==> src/hw/rtl/ndef_record_framing_parser_macros.svh <==
// assertion macros used by the ndef record framing parser core
`ifndef NDEF_RECORD_FRAMING_PARSER_MACROS_SVH
`define NDEF_RECORD_FRAMING_PARSER_MACROS_SVH

// same-cycle implication, checked outside reset
`define NRFP_ASSERT_IMP(name, clk, rst_n, pre, post, msg) \
  name: assert property (@(posedge clk) disable iff (!(rst_n)) (pre) |-> (post)) \
    else $error(msg);

// next-cycle implication, checked outside reset
`define NRFP_ASSERT_NXT(name, clk, rst_n, pre, post, msg) \
  name: assert property (@(posedge clk) disable iff (!(rst_n)) (pre) |=> (post)) \
    else $error(msg);

`endif

==> src/hw/rtl/nrfp_pkg.sv <==
// types and constants of the ndef record framing parser
package nrfp_pkg;

  // parser phase, one-hot
  typedef enum logic [4:0] {
    PH_HDR   = 5'b00001,
    PH_TLEN  = 5'b00010,
    PH_PLEN  = 5'b00100,
    PH_IDLEN = 5'b01000,
    PH_BODY  = 5'b10000
  } phase_e;

  // result status codes
  typedef enum logic [1:0] {
    ST_COMPLETE = 2'd0,
    ST_OVERFLOW = 2'd1,
    ST_TRUNC    = 2'd2
  } status_e;

  // bit positions in the record flags byte
  localparam int unsigned FlagCf = 5;
  localparam int unsigned FlagSr = 4;
  localparam int unsigned FlagIl = 3;

  // bit of the length register that marks a length of 2^31 or more
  localparam int unsigned OverflowBit = 31;

  // type offset terms: flags + type length, then the length and id length bytes
  localparam logic [2:0] ToffBase  = 3'd2;
  localparam logic [2:0] ToffShort = 3'd1;
  localparam logic [2:0] ToffLong  = 3'd4;
  localparam logic [1:0] LenLastByte = 2'd3;

  localparam int unsigned DataOutWidth = 128;

  // one accepted input byte
  typedef struct packed {
    logic [7:0] data_byte;
    logic       block_end;
  } item_t;

  // one record descriptor or error
  typedef struct packed {
    status_e     status;
    logic [7:0]  header;
    logic [7:0]  type_len;
    logic [7:0]  id_len;
    logic [30:0] pay_len;
    logic [2:0]  type_off;
    logic [31:0] record_length;
    logic [31:0] record_start;
  } result_t;

endpackage

==> src/hw/rtl/nrfp_core.sv <==
// record header state machine, body counter and descriptor builder
`include "ndef_record_framing_parser_macros.svh"

module nrfp_core #(
  parameter int unsigned POS_WIDTH = 32
) (
  input  logic             clk_i,
  input  logic             rst_ni,
  input  logic             step_i,
  input  nrfp_pkg::item_t  item_i,
  output logic             has_result_o,
  output nrfp_pkg::result_t result_o
);
  import nrfp_pkg::*;

  phase_e                 phase_q, phase_d;
  logic [7:0]             flags_q, flags_d;
  logic [7:0]             tlen_q, tlen_d;
  logic [7:0]             idlen_q, idlen_d;
  logic [31:0]            plen_q, plen_d;
  logic [1:0]             lbc_q, lbc_d;
  logic [31:0]            rem_q, rem_d;
  logic [POS_WIDTH-1:0]   pos_q, pos_d;
  logic [POS_WIDTH-1:0]   start_q, start_d;
  logic                   stopped_q, stopped_d;

  logic        enter_body;
  logic        complete;
  logic        len_done;
  logic        overflow;
  logic        trunc;
  logic        emit_done;
  logic [31:0] body_sum;
  logic [2:0]  toff;

  // next state for one byte
  always_comb begin
    phase_d    = phase_q;
    flags_d    = flags_q;
    tlen_d     = tlen_q;
    idlen_d    = idlen_q;
    plen_d     = plen_q;
    lbc_d      = lbc_q;
    rem_d      = rem_q;
    start_d    = start_q;
    stopped_d  = stopped_q;
    enter_body = 1'b0;
    complete   = 1'b0;
    len_done   = 1'b0;
    overflow   = 1'b0;
    trunc      = 1'b0;

    if (!stopped_q) begin
      case (phase_q)
        PH_HDR: begin
          start_d = pos_q;
          flags_d = item_i.data_byte;
          tlen_d  = '0;
          idlen_d = '0;
          plen_d  = '0;
          lbc_d   = '0;
          rem_d   = '0;
          phase_d = PH_TLEN;
        end
        PH_TLEN: begin
          tlen_d  = item_i.data_byte;
          lbc_d   = '0;
          phase_d = PH_PLEN;
        end
        PH_PLEN: begin
          plen_d = {plen_q[23:0], item_i.data_byte};
          if (flags_q[FlagSr]) begin
            len_done = 1'b1;
          end else begin
            len_done = (lbc_q == LenLastByte);
            lbc_d    = lbc_q + 2'd1;
          end
          if (len_done) begin
            if (plen_d[OverflowBit]) begin
              overflow  = 1'b1;
              stopped_d = 1'b1;
            end else if (flags_q[FlagIl]) begin
              phase_d = PH_IDLEN;
            end else begin
              enter_body = 1'b1;
            end
          end
        end
        PH_IDLEN: begin
          idlen_d    = item_i.data_byte;
          enter_body = 1'b1;
        end
        PH_BODY: begin
          rem_d    = rem_q - {31'd0, (rem_q != 32'd0)};
          complete = (rem_d == 32'd0);
        end
        default: begin
          phase_d = PH_HDR;
        end
      endcase
    end

    // type, id and payload bytes still to come
    body_sum = 32'(tlen_d) + 32'(idlen_d) + plen_d;

    if (enter_body) begin
      rem_d = body_sum;
      if (body_sum == 32'd0) begin
        complete = 1'b1;
      end else begin
        phase_d = PH_BODY;
      end
    end

    if (complete) begin
      phase_d = PH_HDR;
    end
    emit_done = complete && !flags_d[FlagCf];

    // block ended inside a record
    if (item_i.block_end && !stopped_q && !stopped_d && phase_d != PH_HDR) begin
      trunc = 1'b1;
    end

    // rearm at block end
    if (item_i.block_end) begin
      phase_d   = PH_HDR;
      pos_d     = '0;
      lbc_d     = '0;
      rem_d     = '0;
      stopped_d = 1'b0;
    end else begin
      pos_d = pos_q + {{(POS_WIDTH-1){1'b0}}, 1'b1};
    end
  end

  // descriptor fields
  always_comb begin
    toff = ToffBase + (flags_d[FlagSr] ? ToffShort : ToffLong)
         + {2'd0, flags_d[FlagIl]};
    has_result_o = overflow || emit_done || trunc;
    if (overflow) begin
      result_o.status = ST_OVERFLOW;
    end else if (trunc) begin
      result_o.status = ST_TRUNC;
    end else begin
      result_o.status = ST_COMPLETE;
    end
    result_o.header         = flags_d;
    result_o.type_len       = tlen_d;
    result_o.id_len         = idlen_d;
    result_o.pay_len        = plen_d[30:0];
    result_o.type_off       = emit_done ? toff : 3'd0;
    result_o.record_length  = emit_done ? (32'(toff) + body_sum) : 32'd0;
    result_o.record_start   = 32'(start_d);
  end

  // state registers
  always_ff @(posedge clk_i or negedge rst_ni) begin
    if (!rst_ni) begin
      phase_q   <= PH_HDR;
      flags_q   <= '0;
      tlen_q    <= '0;
      idlen_q   <= '0;
      plen_q    <= '0;
      lbc_q     <= '0;
      rem_q     <= '0;
      pos_q     <= '0;
      start_q   <= '0;
      stopped_q <= 1'b0;
    end else if (step_i) begin
      phase_q   <= phase_d;
      flags_q   <= flags_d;
      tlen_q    <= tlen_d;
      idlen_q   <= idlen_d;
      plen_q    <= plen_d;
      lbc_q     <= lbc_d;
      rem_q     <= rem_d;
      pos_q     <= pos_d;
      start_q   <= start_d;
      stopped_q <= stopped_d;
    end
  end

  `NRFP_ASSERT_IMP(a_stopped_silent, clk_i, rst_ni, step_i && stopped_q, !has_result_o, "result while stopped")
  `NRFP_ASSERT_IMP(a_body_nonzero, clk_i, rst_ni, phase_q == PH_BODY, rem_q != 32'd0, "body counter zero in body phase")
  `NRFP_ASSERT_NXT(a_block_rearm, clk_i, rst_ni, step_i && item_i.block_end, phase_q == PH_HDR && !stopped_q && pos_q == '0, "parser not rearmed after block end")

endmodule

==> src/hw/rtl/nrfp_out_reg.sv <==
// result register between the parser and the output stream
module nrfp_out_reg (
  input  logic              clk_i,
  input  logic              rst_ni,
  input  logic              load_i,
  input  nrfp_pkg::result_t data_i,
  input  logic              ready_i,
  output logic              valid_o,
  output nrfp_pkg::result_t data_o
);
  import nrfp_pkg::*;

  logic    valid_q;
  result_t data_q;

  // valid flag: set on load, cleared when taken
  always_ff @(posedge clk_i or negedge rst_ni) begin
    if (!rst_ni) begin
      valid_q <= 1'b0;
    end else if (load_i) begin
      valid_q <= 1'b1;
    end else if (ready_i) begin
      valid_q <= 1'b0;
    end
  end

  // payload
  always_ff @(posedge clk_i) begin
    if (load_i) begin
      data_q <= data_i;
    end
  end

  assign valid_o = valid_q;
  assign data_o  = data_q;

endmodule

==> src/hw/rtl/ndef_record_framing_parser.sv <==
// Top level of the NDEF record framing parser: one message byte per request.
// A byte is held in the input register and its descriptor in the result register.
// Throughput: one byte per cycle while descriptors are taken; a descriptor left
// waiting stalls the parser, and the input register holds one more byte
// meanwhile.
// Reset: asynchronous, active low; clears the parser to expect a header byte.
module ndef_record_framing_parser #(
  parameter int unsigned POS_WIDTH = 32
) (
  input  logic         clk_i,
  input  logic         rst_ni,
  // input stream
  input  logic         s_axis_tvalid,
  output logic         s_axis_tready,
  input  logic [7:0]   s_axis_tdata,  // [7:0] data_byte
  input  logic         s_axis_tlast,  // block_end
  // output stream
  output logic         m_axis_tvalid,
  input  logic         m_axis_tready,
  output logic [127:0] m_axis_tdata,  // header, type length, id length,
                                      // payload length, type offset,
                                      // record_length, record_start, zero fill
  output logic [1:0]   m_axis_tuser   // status
);
  import nrfp_pkg::*;

  logic    in_valid_q;
  item_t   in_item_q;
  logic    advance;
  logic    has_result;
  result_t result;
  logic    out_valid;
  result_t out_data;

  // the parser step fires when a byte is held and the result register can take a result
  assign advance       = in_valid_q && (!out_valid || m_axis_tready);
  assign s_axis_tready = !in_valid_q || advance;

  // input register
  always_ff @(posedge clk_i or negedge rst_ni) begin
    if (!rst_ni) begin
      in_valid_q <= 1'b0;
    end else if (s_axis_tready) begin
      in_valid_q <= s_axis_tvalid;
    end
  end

  always_ff @(posedge clk_i) begin
    if (s_axis_tvalid && s_axis_tready) begin
      in_item_q.data_byte <= s_axis_tdata;
      in_item_q.block_end <= s_axis_tlast;
    end
  end

  nrfp_core #(
    .POS_WIDTH(POS_WIDTH)
  ) u_core (
    .clk_i        (clk_i),
    .rst_ni       (rst_ni),
    .step_i       (advance),
    .item_i       (in_item_q),
    .has_result_o (has_result),
    .result_o     (result)
  );

  nrfp_out_reg u_out_reg (
    .clk_i   (clk_i),
    .rst_ni  (rst_ni),
    .load_i  (advance && has_result),
    .data_i  (result),
    .ready_i (m_axis_tready),
    .valid_o (out_valid),
    .data_o  (out_data)
  );

  // output packing, first field lowest
  assign m_axis_tvalid = out_valid;
  assign m_axis_tuser  = out_data.status;
  assign m_axis_tdata  = {6'd0,
                          out_data.record_start,
                          out_data.record_length,
                          out_data.type_off,
                          out_data.pay_len,
                          out_data.id_len,
                          out_data.type_len,
                          out_data.header};

endmodule

==> config.mk <==
export PLATFORM = sky130hd
export DESIGN_NAME = ndef_record_framing_parser
export DESIGN_NICKNAME = d
export VERILOG_FILES = /design/src/hw/rtl/nrfp_pkg.sv /design/src/hw/rtl/nrfp_core.sv /design/src/hw/rtl/nrfp_out_reg.sv /design/src/hw/rtl/ndef_record_framing_parser.sv
export VERILOG_INCLUDE_DIRS = /design/src /design/src/hw/rtl
export SDC_FILE = /design/constraint.sdc
export NUM_CORES = 1
export LEC_CHECK = 0
export ABC_CLOCK_PERIOD_IN_PS = 14700
export BUFFER_PORTS_ARGS = -buffer_cell sky130_fd_sc_hd__buf_4
export CAP_MARGIN = 20
export CORE_AREA = 4 4 175 177
export DETAILED_ROUTE_END_ITERATION = 7
export DIE_AREA = 0 0 179 181
export PLACE_DENSITY = 0.74
export SETUP_SLACK_MARGIN = 0.4
export SYNTH_ARGS = -nofsm -noshare
export SYNTH_HDL_FRONTEND = slang
export SYNTH_SLANG_ARGS = --single-unit
==> constraint.sdc <==
create_clock -name clk_i -period 14.7 [get_ports clk_i]
set_input_delay 0.735 -clock clk_i [delete_from_list [all_inputs] [get_ports clk_i]]
set_output_delay 0.735 -clock clk_i [all_outputs]
set_load 0.05 [all_outputs]
==> results of run 1 <==
-- sequential cells by signal, indices dropped and copies added, names as in the netlist --
register / cells
u_core.plen_q: 32
u_core.phase_q: 5
u_out_reg.data_o: 124
u_core.start_q: 32
u_core.stopped_q: 1
u_core.lbc_q: 2
u_out_reg.valid_o: 1
u_core.tlen_q: 8
in_valid_q: 1
u_core.flags_q: 8
u_core.idlen_q: 8
u_core.pos_q: 32
u_core.rem_q: 32
in_item_q: 9
-- layout by cell type, fill, tap and decap left out, types with 39 or more instances in the layout --
| cell type | synthesis | routed |
|---|---|---|
| dfrtp_1 | 161 | 161 |
| xor2_1 | 41 | 41 |
| buf_4 | 6 | 155 |
| a31oi_1 | 48 | 48 |
| edfxtp_1 | 133 | 133 |
| a21oi_1 | 48 | 48 |
| o21ai_0 | 104 | 104 |
| nor2_1 | 160 | 159 |
| nand2_1 | 281 | 280 |
| xnor2_1 | 63 | 63 |
| inv_1 | 39 | 39 |
-- kinds of logic (layout without fill, tap and decap cells) --
family                     Yosys count  after routing  synth area share
DFF                                295            295             0.511
muxes                               13             13           0.00882
AOI/OAI and AO/OA                  356            356             0.146
buffers and inverters              134            255            0.0343
adders and majority gates           29             29            0.0245
and+or+nand+nor                    712            712             0.217
other                                1              6          0.000238
xor gates and xnor gates           104            104            0.0579
-- area by class of cell --
class | instances | area [sq um]
repair buffers | 157 | 1200
inverters | 42 | 158
clock buffers | 45 | 891
fillers | 2445 | 11100
flip-flops and latches | 295 | 8050
well taps | 390 | 488
clock inverters | 11 | 129
multi-input cells | 1220 | 7190
-- Yosys cell counts (all sizes together) (41+ instances only) --
cell type / instances / area [sq um]
edfxtp: 133 / 3990
a31oi: 48 / 300
dfrtp: 161 / 4030
a21oi: 48 / 240
nor2: 161 / 612
xor2: 41 / 359
o21ai: 114 / 571
clkbuf: 67 / 251
xnor2: 63 / 552
nand2: 282 / 1060
inv: 42 / 158
-- worst max-delay path by stage --
stage	depth (start not counted)	start	endpoint	slack [ns]
after global routing	24	u_core.stopped_q	u_out_reg.data_o[105]	4.57
final	24	u_core.stopped_q	u_out_reg.data_o[69]	5.42
after detailed placement	24	u_core.stopped_q	u_out_reg.data_o[114]	5.47
after global placement	24	u_core.stopped_q	u_out_reg.data_o[36]	5.70
after floorplan	26	u_core.stopped_q	u_out_reg.data_o[0]	5.32
after CTS	24	u_core.stopped_q	u_out_reg.data_o[15]	5.43
-- metal layers --
metal | routed length [microns] | part of all wire | vias to the layer above | GRT usage
met5 | 0 | 0 | - | 0
met4 | 1610 | 0.036 | 0 | 0.0897
met3 | 2920 | 0.066 | 103 | 0.0391
met2 | 20900 | 0.47 | 530 | 0.440
met1 | 18800 | 0.43 | 6409 | 0.374
li1 | - | - | 6114 | -
-- power groups by stage --
stage	registers, mW	logic, mW	clock network [mW]
global route	1.21	1.34	0.829
CTS	1.19	1.24	0.793
detailed placement	1.21	1.23	0
floorplan	1.47	0.601	0
finish	1.19	1.25	0.781
global placement	1.20	1.22	0
-- per-stage QoR --
step / setup slack [ns] / cells
3_3_place_gp: 5.70 / 2102
5_1_grt: 4.57 / 2160
3_5_place_dp: 5.47 / 2102
2_1_floorplan: 5.32 / 1649
6_report: 5.42 / 2160
4_1_cts: 5.43 / 2158
-- worst max-delay path: cells and delay by family (launching register included) --
family / cells / cell delay [ns]
compound gates: 12 / 3.02
simple gates: 5 / 2.76
buf+inv: 3 / 1.45
fa+ha+maj: 2 / 0.67
flops: 1 / 0.54
xor+xnor: 2 / 0.31
==> impl_metrics.py, run 1 <==
metrics = {
    "worst_setup_path": {
        "r2r-start": "u_core.stopped_q",
        "crit_type": "reg2reg",
        "ff2ff_setup_slack_ns": 5.42,
        "r2r_end": "u_out_reg.data_o[69]",
        "max_stage_delay_ns": 0.92,
        "crit_chain": "or4_1 > nor2_1 > a22oi_1 > inv_1 > ha_1 > a21o_1 > a21oi_1 > o21ai_0 > a21o_1 > a21oi_1 > xnor2_1 > ha_1 > o21a_1 > o21ai_0 > a32oi_1 > nand4_1 > nor4_2 > xnor2_1 > a2111oi_0 > nand3_1 > o21ai_0 > o31a_2 > buf_4 > buf_4",
        "crit_top_cell": "o21ai_0",
        "path_max_fanout": 75,
        "r2r_cells": 24,
        "slowest_stage": "or4_1",
        "cp.required_ns": 14.88,
        "critPathCaptureType": "register",
        "cp_data_arrival_time_ns": 9.46,
        "cp-start-kind": "register",
    },
    "clocking": {
        "cts_resized": 0,
        "htree_levels": 1,
        "clk_pin_slew_ns": 0.06,
        "ctsHoldBuffers": 0,
        "post-cts-setup-buffers": 0,
        "clock_latency_ns": 0.56,
        "cts_made_buffers": 30,
        "clockBufferDepth": 3,
        "numClockSinks": 295,
        "tritoncts": "done",
        "cts_root_buffer": "clkbuf_16",
    },
    "power": {
        "total_power_mw": 3.22,
        "p_sw_frac": 0.411,
        "p_leak_nw": 7.60,
        "pwr-share-comb": 0.387,
        "clkPwrFrac": 0.242,
        "power.internal_mw": 1.90,
        "share_seq_of_total_power": 0.371,
        "p_per_area_mw_per_mm2": 178,
        "power_switching_mw": 1.32,
        "irDropWorstVdd_v": 0.000160,
    },
    "synth": {
        "syn_area_sq_mm": 0.0157,
        "synthesis.instances": 1644,
        "synth-edff-count": 133,
        "synthArstFlopShare": 0.549,
        "yosysSeqAreaShare": 0.511,
        "ys_ff_latch": 295,
        "ys_types": 85,
        "ys.flop_type": "dfrtp_1",
        "synth_area_per_cell_sq_um": 9.58,
        "yosysWarningCount": 0,
    },
    "finish": {
        "post-route-util": 0.619,
        "fin_area_sq_mm": 0.0181,
        "nNetsFinal": 1788,
        "area_delta_synth_final_pct": 15.0,
        "diodes": 0,
        "drive_gt1_frac": 0.138,
    },
    "global_route": {
        "grt_max_degree": 82,
        "grt_pass1_vias": 12600,
        "grt-ovfl-total": 0,
        "track_usage": 0.270,
        "antenna_found_initial": 0,
        "grt_pass1_wl_mm": 70.2,
    },
    "place": {
        "gp_congestion": 0.971,
        "placed_area_sq_mm": 0.0170,
        "port_buffers": 138,
        "dp_hpwl_mm": 31.5,
    },
    "floorplan": {
        "die_y_microns": 181,
        "initial_core_util": 0.538,
        "die_width_microns": 179,
        "core_sq_mm": 0.0292,
        "die_area_sq_mm": 0.0324,
        "rows": 63,
        "num_io_pins": 145,
    },
    "routing": {
        "via_per_inst": 6.09,
        "vias": 13200,
        "wirelength_mm": 44.2,
        "wire_per_inst_microns": 20.5,
        "ant_nets": 0,
        "drt_iter0_drc": 1228,
        "drc": 0,
        "firstDrtPassIters": 5,
    },
    "timing": {
        "skew_ns": 0.0141,
        "max_freq_ghz": 0.108,
        "slew_violations": 0,
        "max-slew-margin-rel": 0.298,
        "period_minus_slack_ns": 9.28,
        "final.period_utilization": 0.631,
        "worst_slew_pin_slew_ns": 1.05,
        "fin_tns_setup_ns": 0,
        "rsz0062_at_grt": "no",
        "hold_viol": 0,
        "setup-violations-final": 0,
        "whs_ns": 0.112,
    },
    "job": {
        "maxCapViolCount": 0,
    },
    "run_status": {
        "run_status": "finished, final reports clean",
    },
    "hold_path": {
        "hold_path_class": "in2async",
    },
}
Note: power is estimated with default switching activity, not from simulation.
==> run 2: changes to the inputs <==
--- a/config.mk
+++ b/config.mk
@@ -6,13 +6,13 @@
 export SDC_FILE = /design/constraint.sdc
 export NUM_CORES = 1
 export LEC_CHECK = 0
-export ABC_CLOCK_PERIOD_IN_PS = 14700
+export ABC_CLOCK_PERIOD_IN_PS = 7600
 export BUFFER_PORTS_ARGS = -buffer_cell sky130_fd_sc_hd__buf_4
 export CAP_MARGIN = 20
-export CORE_AREA = 4 4 175 177
+export CORE_AREA = 4 4 176 178
 export DETAILED_ROUTE_END_ITERATION = 7
-export DIE_AREA = 0 0 179 181
-export PLACE_DENSITY = 0.74
+export DIE_AREA = 0 0 180 182
+export PLACE_DENSITY = 0.76
 export SETUP_SLACK_MARGIN = 0.4
 export SYNTH_ARGS = -nofsm -noshare
 export SYNTH_HDL_FRONTEND = slang
==> constraint.sdc (replaced) <==
create_clock -name clk_i -period 7.6 [get_ports clk_i]
set_input_delay 0.38 -clock clk_i [delete_from_list [all_inputs] [get_ports clk_i]]
set_output_delay 0.38 -clock clk_i [all_outputs]
set_load 0.05 [all_outputs]
==> impl_metrics.py, run 2 (same netlist as run 1, synthesis figures left out) <==
metrics = {
    "run_status": {
        "run_status": "finished, final reports clean",
    },
    "worst_setup_path": {
        "r2r_end": "u_out_reg.data_o[62]",
        "crit_cells": 27,
        "r2r_cells": 27,
        "critPathTopFamily": "simple AND/OR/NAND/NOR gates",
        "critPathCaptureType": "register",
        "slowest_stage": "or4b_1",
        "r2r-start": "u_core.stopped_q",
        "cp.required_ns": 7.99,
        "crit_top_cell": "buf_4",
        "crit_buf_inv": 6,
        "path_max_fanout": 14,
        "crit_type": "reg2reg",
        "ff2ff_setup_slack_ns": 0.75,
        "max_stage_delay_ns": 0.63,
        "cp-start-kind": "register",
        "cp_data_arrival_time_ns": 7.23,
    },
    "job": {
        "maxCapViolCount": 0,
    },
    "finish": {
        "layout_common_cells": "280 x nand2_1, 172 x buf_4, 159 x dfrtp_1, 157 x nor2_1, 133 x edfxtp_1",
        "diodes": 0,
        "nNetsFinal": 1820,
        "final_common_cell": "nand2_1",
        "fill_cells": 2326,
        "drive_gt1_frac": 0.159,
        "area_delta_synth_final_pct": 17.9,
        "largest_register_ffs": 124,
    },
    "timing": {
        "hold_viol": 0,
        "max_freq_ghz": 0.146,
        "setup_ws_ns": 0.755,
        "rsz0062_at_grt": "no",
        "skew_ns": 0.0195,
        "setup-violations-final": 0,
        "worst_slew_pin_slew_ns": 0.959,
        "period_minus_slack_ns": 6.85,
        "slew_violations": 0,
        "max-slew-margin-rel": 0.351,
        "fin_tns_setup_ns": 0,
        "final.period_utilization": 0.901,
    },
    "routing": {
        "wirelength_mm": 44.9,
        "via_per_inst": 6.15,
        "firstDrtPassIters": 6,
        "ant_nets": 0,
        "dr_wl_met2_mm": 21.2,
        "vias": 13500,
        "drc": 0,
        "drt_iter0_drc": 1244,
        "wl_met1_mm": 18.2,
        "highest_layer": "met5",
        "met3WireLength_mm": 3.45,
        "wire_per_inst_microns": 20.5,
    },
    "floorplan": {
        "die_area_sq_mm": 0.0328,
        "num_io_pins": 145,
        "die_y_microns": 182,
        "die_width_microns": 180,
        "core_sq_mm": 0.0294,
        "rows": 63,
        "initial_core_util": 0.535,
    },
    "place": {
        "pre_cts_ws_ns": 0.225,
        "port_buffers": 138,
        "gp_congestion": 0.991,
        "dp_hpwl_mm": 31.5,
    },
    "clocking": {
        "cts_made_buffers": 30,
        "cts_root_buffer": "clkbuf_16",
        "numClockSinks": 295,
        "htree_levels": 1,
        "tritoncts": "done",
        "clk_pin_slew_ns": 0.07,
        "clockBufferDepth": 3,
        "clock_latency_ns": 0.57,
    },
    "power": {
        "p_per_area_mw_per_mm2": 345,
        "p_leak_nw": 7.84,
        "total_power_mw": 6.40,
        "irDropWorstVdd_v": 0.000261,
    },
    "global_route": {
        "track_usage": 0.268,
        "antenna_found_initial": 1,
        "grt_max_degree": 94,
        "grt_pass1_wl_mm": 71.7,
        "grt_pass1_vias": 13200,
        "grt-ovfl-total": 0,
    },
    "hold_path": {
        "min_from": "s_axis_tvalid",
        "hold_path_class": "in2reg",
        "hold_path_end": "in_valid_q",
        "hold_depth": 2,
    },
}
==> run 2: changes by cell type in the layout (fill, tap and decap cells not counted), sizes merged <==
cell,previous run,this run
dlygate4sd3,0,10
clkbuf,45,40
buf,157,178
inv,43,44
clkinv,6,9
bufinv,2,4
==> run 2: power breakdown <==
group / internal, mW / switching (mW) / total, mW
Combinational: 0.744 / 1.77 / 2.51
Sequential: 2.10 / 0.217 / 2.32
Clock: 0.932 / 0.640 / 1.57
Total: 3.78 / 2.62 / 6.40
==> run 2: how the worst max path moves through the flow <==
stage	start	end
floorplan	u_core.stopped_q	u_out_reg.data_o[0]
global placement	u_core.phase_q[3]	u_out_reg.data_o[61]
detailed placement	u_core.phase_q[3]	u_out_reg.data_o[61]
CTS	u_core.phase_q[3]	u_out_reg.data_o[51]
global route	u_core.phase_q[3]	u_out_reg.data_o[62]
finish	u_core.stopped_q	u_out_reg.data_o[62]
==> run 2: repair_timing <==
item	CTS	global route
hold buffers	9	1
gates resized for setup	2	20
pin swaps	0	3
setup buffers	0	4
gates cloned	0	1
endpoints found under the hold margin	99	1
endpoints found under the setup margin	33	162
==> run 2: final cells by class <==
cell class,count,area [sq um],share of cell area
flip-flops and latches,295,8050,0.434
multi-input cells,1220,7270,0.392
repair buffers,189,1540,0.0827
clock buffers,39,857,0.0462
well taps,390,488,0.0263
clock inverters,17,200,0.0108
inverters,42,158,0.00849
==> run 2: layer usage <==
layer,up-vias,GRT usage
met5,-,0
met4,2,0.113
met3,147,0.0425
met2,640,0.440
met1,6522,0.356
li1,6173,-
==> run 2: metrics by stage <==
step | instances | hold slack, ns | instance area [sq um] | util
2_1_floorplan | 1649 | 0.0844 | 15800 | -
3_3_place_gp | 2120 | 0.458 | 17200 | 0.586
3_5_place_dp | 2120 | 0.464 | 17200 | 0.586
4_1_cts | 2185 | 0.000438 | 18400 | 0.626
5_1_grt | 2192 | 0.0561 | 18600 | 0.631
6_report | 2192 | 0.0499 | 18600 | 0.631
==> run 3: changes to the inputs <==
--- a/config.mk
+++ b/config.mk
@@ -6,12 +6,13 @@
 export SDC_FILE = /design/constraint.sdc
 export NUM_CORES = 1
 export LEC_CHECK = 0
+export ABC_AREA = 1
 export ABC_CLOCK_PERIOD_IN_PS = 7600
 export BUFFER_PORTS_ARGS = -buffer_cell sky130_fd_sc_hd__buf_4
 export CAP_MARGIN = 20
-export CORE_AREA = 4 4 176 178
+export CORE_AREA = 4 4 174 176
 export DETAILED_ROUTE_END_ITERATION = 7
-export DIE_AREA = 0 0 180 182
+export DIE_AREA = 0 0 178 180
 export PLACE_DENSITY = 0.76
 export SETUP_SLACK_MARGIN = 0.4
 export SYNTH_ARGS = -nofsm -noshare
==> impl_metrics.py, run 3 <==
metrics = {
    "clocking": {
        "clockBufferDepth": 3,
        "cts_root_buffer": "clkbuf_16",
        "numClockSinks": 295,
        "tritoncts": "done",
        "clk_pin_slew_ns": 0.06,
        "clock_latency_ns": 0.58,
        "cts_made_buffers": 30,
        "htree_levels": 1,
    },
    "synth": {
        "synth_compound_area_frac": 0.106,
        "yosysSeqAreaShare": 0.526,
        "synthesis.instances": 1791,
        "synth-adder-area-share": 0.0252,
        "synth_top_family_by_area": "simple AND/OR/NAND/NOR gates",
        "yosysWarningCount": 0,
        "yosysMostFrequentCell": "nand2_1",
        "synth-simple-area-share": 0.236,
        "syn_area_sq_mm": 0.0153,
        "synth-edff-count": 133,
        "synthArstFlopShare": 0.549,
        "synth_area_per_cell_sq_um": 8.55,
        "synth_area_leaders": "dfrtp_1 26%, edfxtp_1 26%, nand2_1 11%",
        "muxShareOfSynthArea": 0,
        "synthTopCellsByCount": "447 x nand2_1, 193 x inv_1, 165 x nor2_1, 161 x dfrtp_1, 150 x o21ai_0",
        "synth_xor_xnor_area_share": 0.0365,
        "ys.flop_type": "dfrtp_1",
        "synth_top_cell_by_area": "dfrtp_1",
        "ys_types": 55,
        "synth_top_area_frac": 0.263,
        "ys_ff_latch": 295,
    },
    "timing": {
        "max-slew-margin-rel": 0.348,
        "skew_ns": 0.0255,
        "rsz0062_at_grt": "no",
        "setup-violations-final": 0,
        "slew_violations": 0,
        "fin_tns_setup_ns": 0,
        "period_minus_slack_ns": 6.64,
        "max_freq_ghz": 0.151,
        "hold_viol": 0,
        "final.period_utilization": 0.874,
        "worst_slew_pin_slew_ns": 0.976,
    },
    "place": {
        "port_buffers": 138,
        "dp_hpwl_mm": 29.1,
        "placed_area_sq_mm": 0.0167,
        "gp_congestion": 0.998,
    },
    "global_route": {
        "grt_max_degree": 122,
        "grt-ovfl-total": 0,
        "antenna_found_initial": 0,
        "grt_pass1_wl_mm": 65.2,
        "grt_pass1_vias": 12400,
        "track_usage": 0.251,
    },
    "hold_path": {
        "min_from": "s_axis_tvalid",
        "hold_path_class": "in2reg",
        "hold_depth": 3,
        "hold_path_end": "in_valid_q",
    },
    "floorplan": {
        "core_sq_mm": 0.0286,
        "die_width_microns": 178,
        "num_io_pins": 145,
        "die_area_sq_mm": 0.0320,
        "die_y_microns": 180,
        "rows": 62,
        "initial_core_util": 0.535,
    },
    "job": {
        "maxCapViolCount": 0,
    },
    "worst_setup_path": {
        "r2r_cells": 28,
        "slowest_stage": "buf_4",
        "crit_type": "reg2reg",
        "path_max_fanout": 74,
        "r2r_end": "u_out_reg.data_o[30]",
        "cp.required_ns": 7.91,
        "cp_data_arrival_time_ns": 6.95,
        "ff2ff_setup_slack_ns": 0.96,
        "r2r-start": "u_core.stopped_q",
        "crit_top_cell": "nand2_1",
        "critPathCaptureType": "register",
        "max_stage_delay_ns": 0.59,
        "cp-start-kind": "register",
    },
    "finish": {
        "largest_register_ffs": 124,
        "regArea_sq_mm": 0.00805,
        "diodes": 0,
        "area_delta_synth_final_pct": 17.6,
        "fin_area_sq_mm": 0.0180,
        "multiInputGateArea_sq_mm": 0.00624,
        "nNetsFinal": 1971,
        "final_common_cell": "nand2_1",
        "drive_gt1_frac": 0.138,
        "fill_cells": 2394,
        "layout_common_cells": "445 x nand2_1, 192 x inv_1, 163 x nor2_1, 161 x dfrtp_1",
    },
    "power": {
        "p_leak_nw": 7.86,
        "irDropWorstVdd_v": 0.000251,
        "p_per_area_mw_per_mm2": 300,
    },
    "routing": {
        "wirelength_mm": 40.7,
        "drc": 0,
        "wire_per_inst_microns": 17.4,
        "ant_nets": 0,
        "drt_iter0_drc": 1294,
        "via_per_inst": 5.49,
        "vias": 12800,
        "firstDrtPassIters": 6,
    },
    "run_status": {
        "run_status": "finished, final reports clean",
    },
}
## run 3: cell count changes in the layout (fill, tap and decap cells not counted), moves of 13 or more
cell      before  now
or3_1         19    0
nand3_1       37  114
nand2b_1      13    0
inv_1         39  192
o22ai_1       25   53
a22o_1        30    0
nand2_1      280  445
a31oi_1       47    9
buf_4        172  149
xnor2_1       63    8
o21ai_0      102  149
and3_1        16    2
a22oi_1       24    2
## run 3: routing by layer
| layer | vias to the layer above | GRT usage | routed length, microns |
|---|---|---|---|
| li1 | 6226 | - | - |
| met1 | 6083 | 0.355 | 18000 |
| met2 | 464 | 0.417 | 19300 |
| met3 | 60 | 0.0309 | 2530 |
| met4 | 0 | 0.0625 | 801 |
| met5 | - | 0 | 0 |
## run 3: logic make-up (layout without fill, tap and decap cells)
| kind of cell | after synthesis | after routing |
|---|---|---|
| AND/OR/NAND/NOR | 843 | 843 |
| flip-flops | 295 | 295 |
| AO/OA/AOI/OAI | 291 | 291 |
| buffers and inverters | 270 | 427 |
| XOR/XNOR | 62 | 62 |
| adder cells (fa/ha/maj) | 29 | 29 |
| other | 1 | 6 |
## run 3: worst max-delay path by stage
stage / to / startpoint
after CTS: u_out_reg.data_o[41] / u_core.phase_q[0]
after global routing: u_out_reg.data_o[28] / u_core.phase_q[0]
final: u_out_reg.data_o[30] / u_core.stopped_q
after detailed placement: u_out_reg.data_o[59] / u_core.phase_q[0]
after global placement: u_out_reg.data_o[59] / u_core.phase_q[0]
after floorplan: u_out_reg.data_o[0] / u_core.stopped_q
## run 3: area by class of cell
cell class                 instances  share of cell area
sequential                       295               0.447
inverter                         207              0.0436
tap                              384              0.0267
timing repair buffer             164              0.0736
multi-input combinational       1231               0.347
clock buffer                      35              0.0444
clock inverter                    21              0.0174
## run 3: power by group
group          leakage, nW  internal [mW]  switching (mW)
Combinational         3.82          0.434            1.30
Clock                0.541          0.995           0.639
Sequential            3.49           1.94          0.0882
Total                 7.86           3.37            2.03
## run 3: stage by stage
| step | util | power [mW] | cells | hold slack, ns | setup WS (ns) |
|---|---|---|---|---|---|
| floorplan | - | 3.25 | 1796 | 0.0844 | 0.447 |
| global placement | 0.583 | 3.73 | 2268 | 0.462 | 1.00 |
| detailed placement | 0.583 | 3.75 | 2268 | 0.465 | 0.828 |
| CTS | 0.625 | 5.40 | 2334 | 0.0299 | 0.789 |
| global route | 0.629 | 5.66 | 2337 | 0.0526 | 0.378 |
| finish | 0.629 | 5.40 | 2337 | 0.0494 | 0.958 |
## run 3: critical path, delay by kind of cell, from the launching register on
| family | cells | cell delay [ns] |
|---|---|---|
| AND/OR/NAND/NOR | 19 | 2.83 |
| flip-flops | 1 | 0.45 |
| adder cells (fa/ha/maj) | 2 | 0.62 |
| buffers and inverters | 5 | 1.45 |
| AO/OA/AOI/OAI | 1 | 0.41 |
| XOR/XNOR | 1 | 0.54 |
## run 3: what timing repair did
action | in CTS | in global routing
hold buffers | 10 | 0
gates resized for setup | 0 | 9
endpoints found under the setup margin | 0 | 149
endpoints found under the hold margin | 100 | 0
buffers inserted | 0 | 1
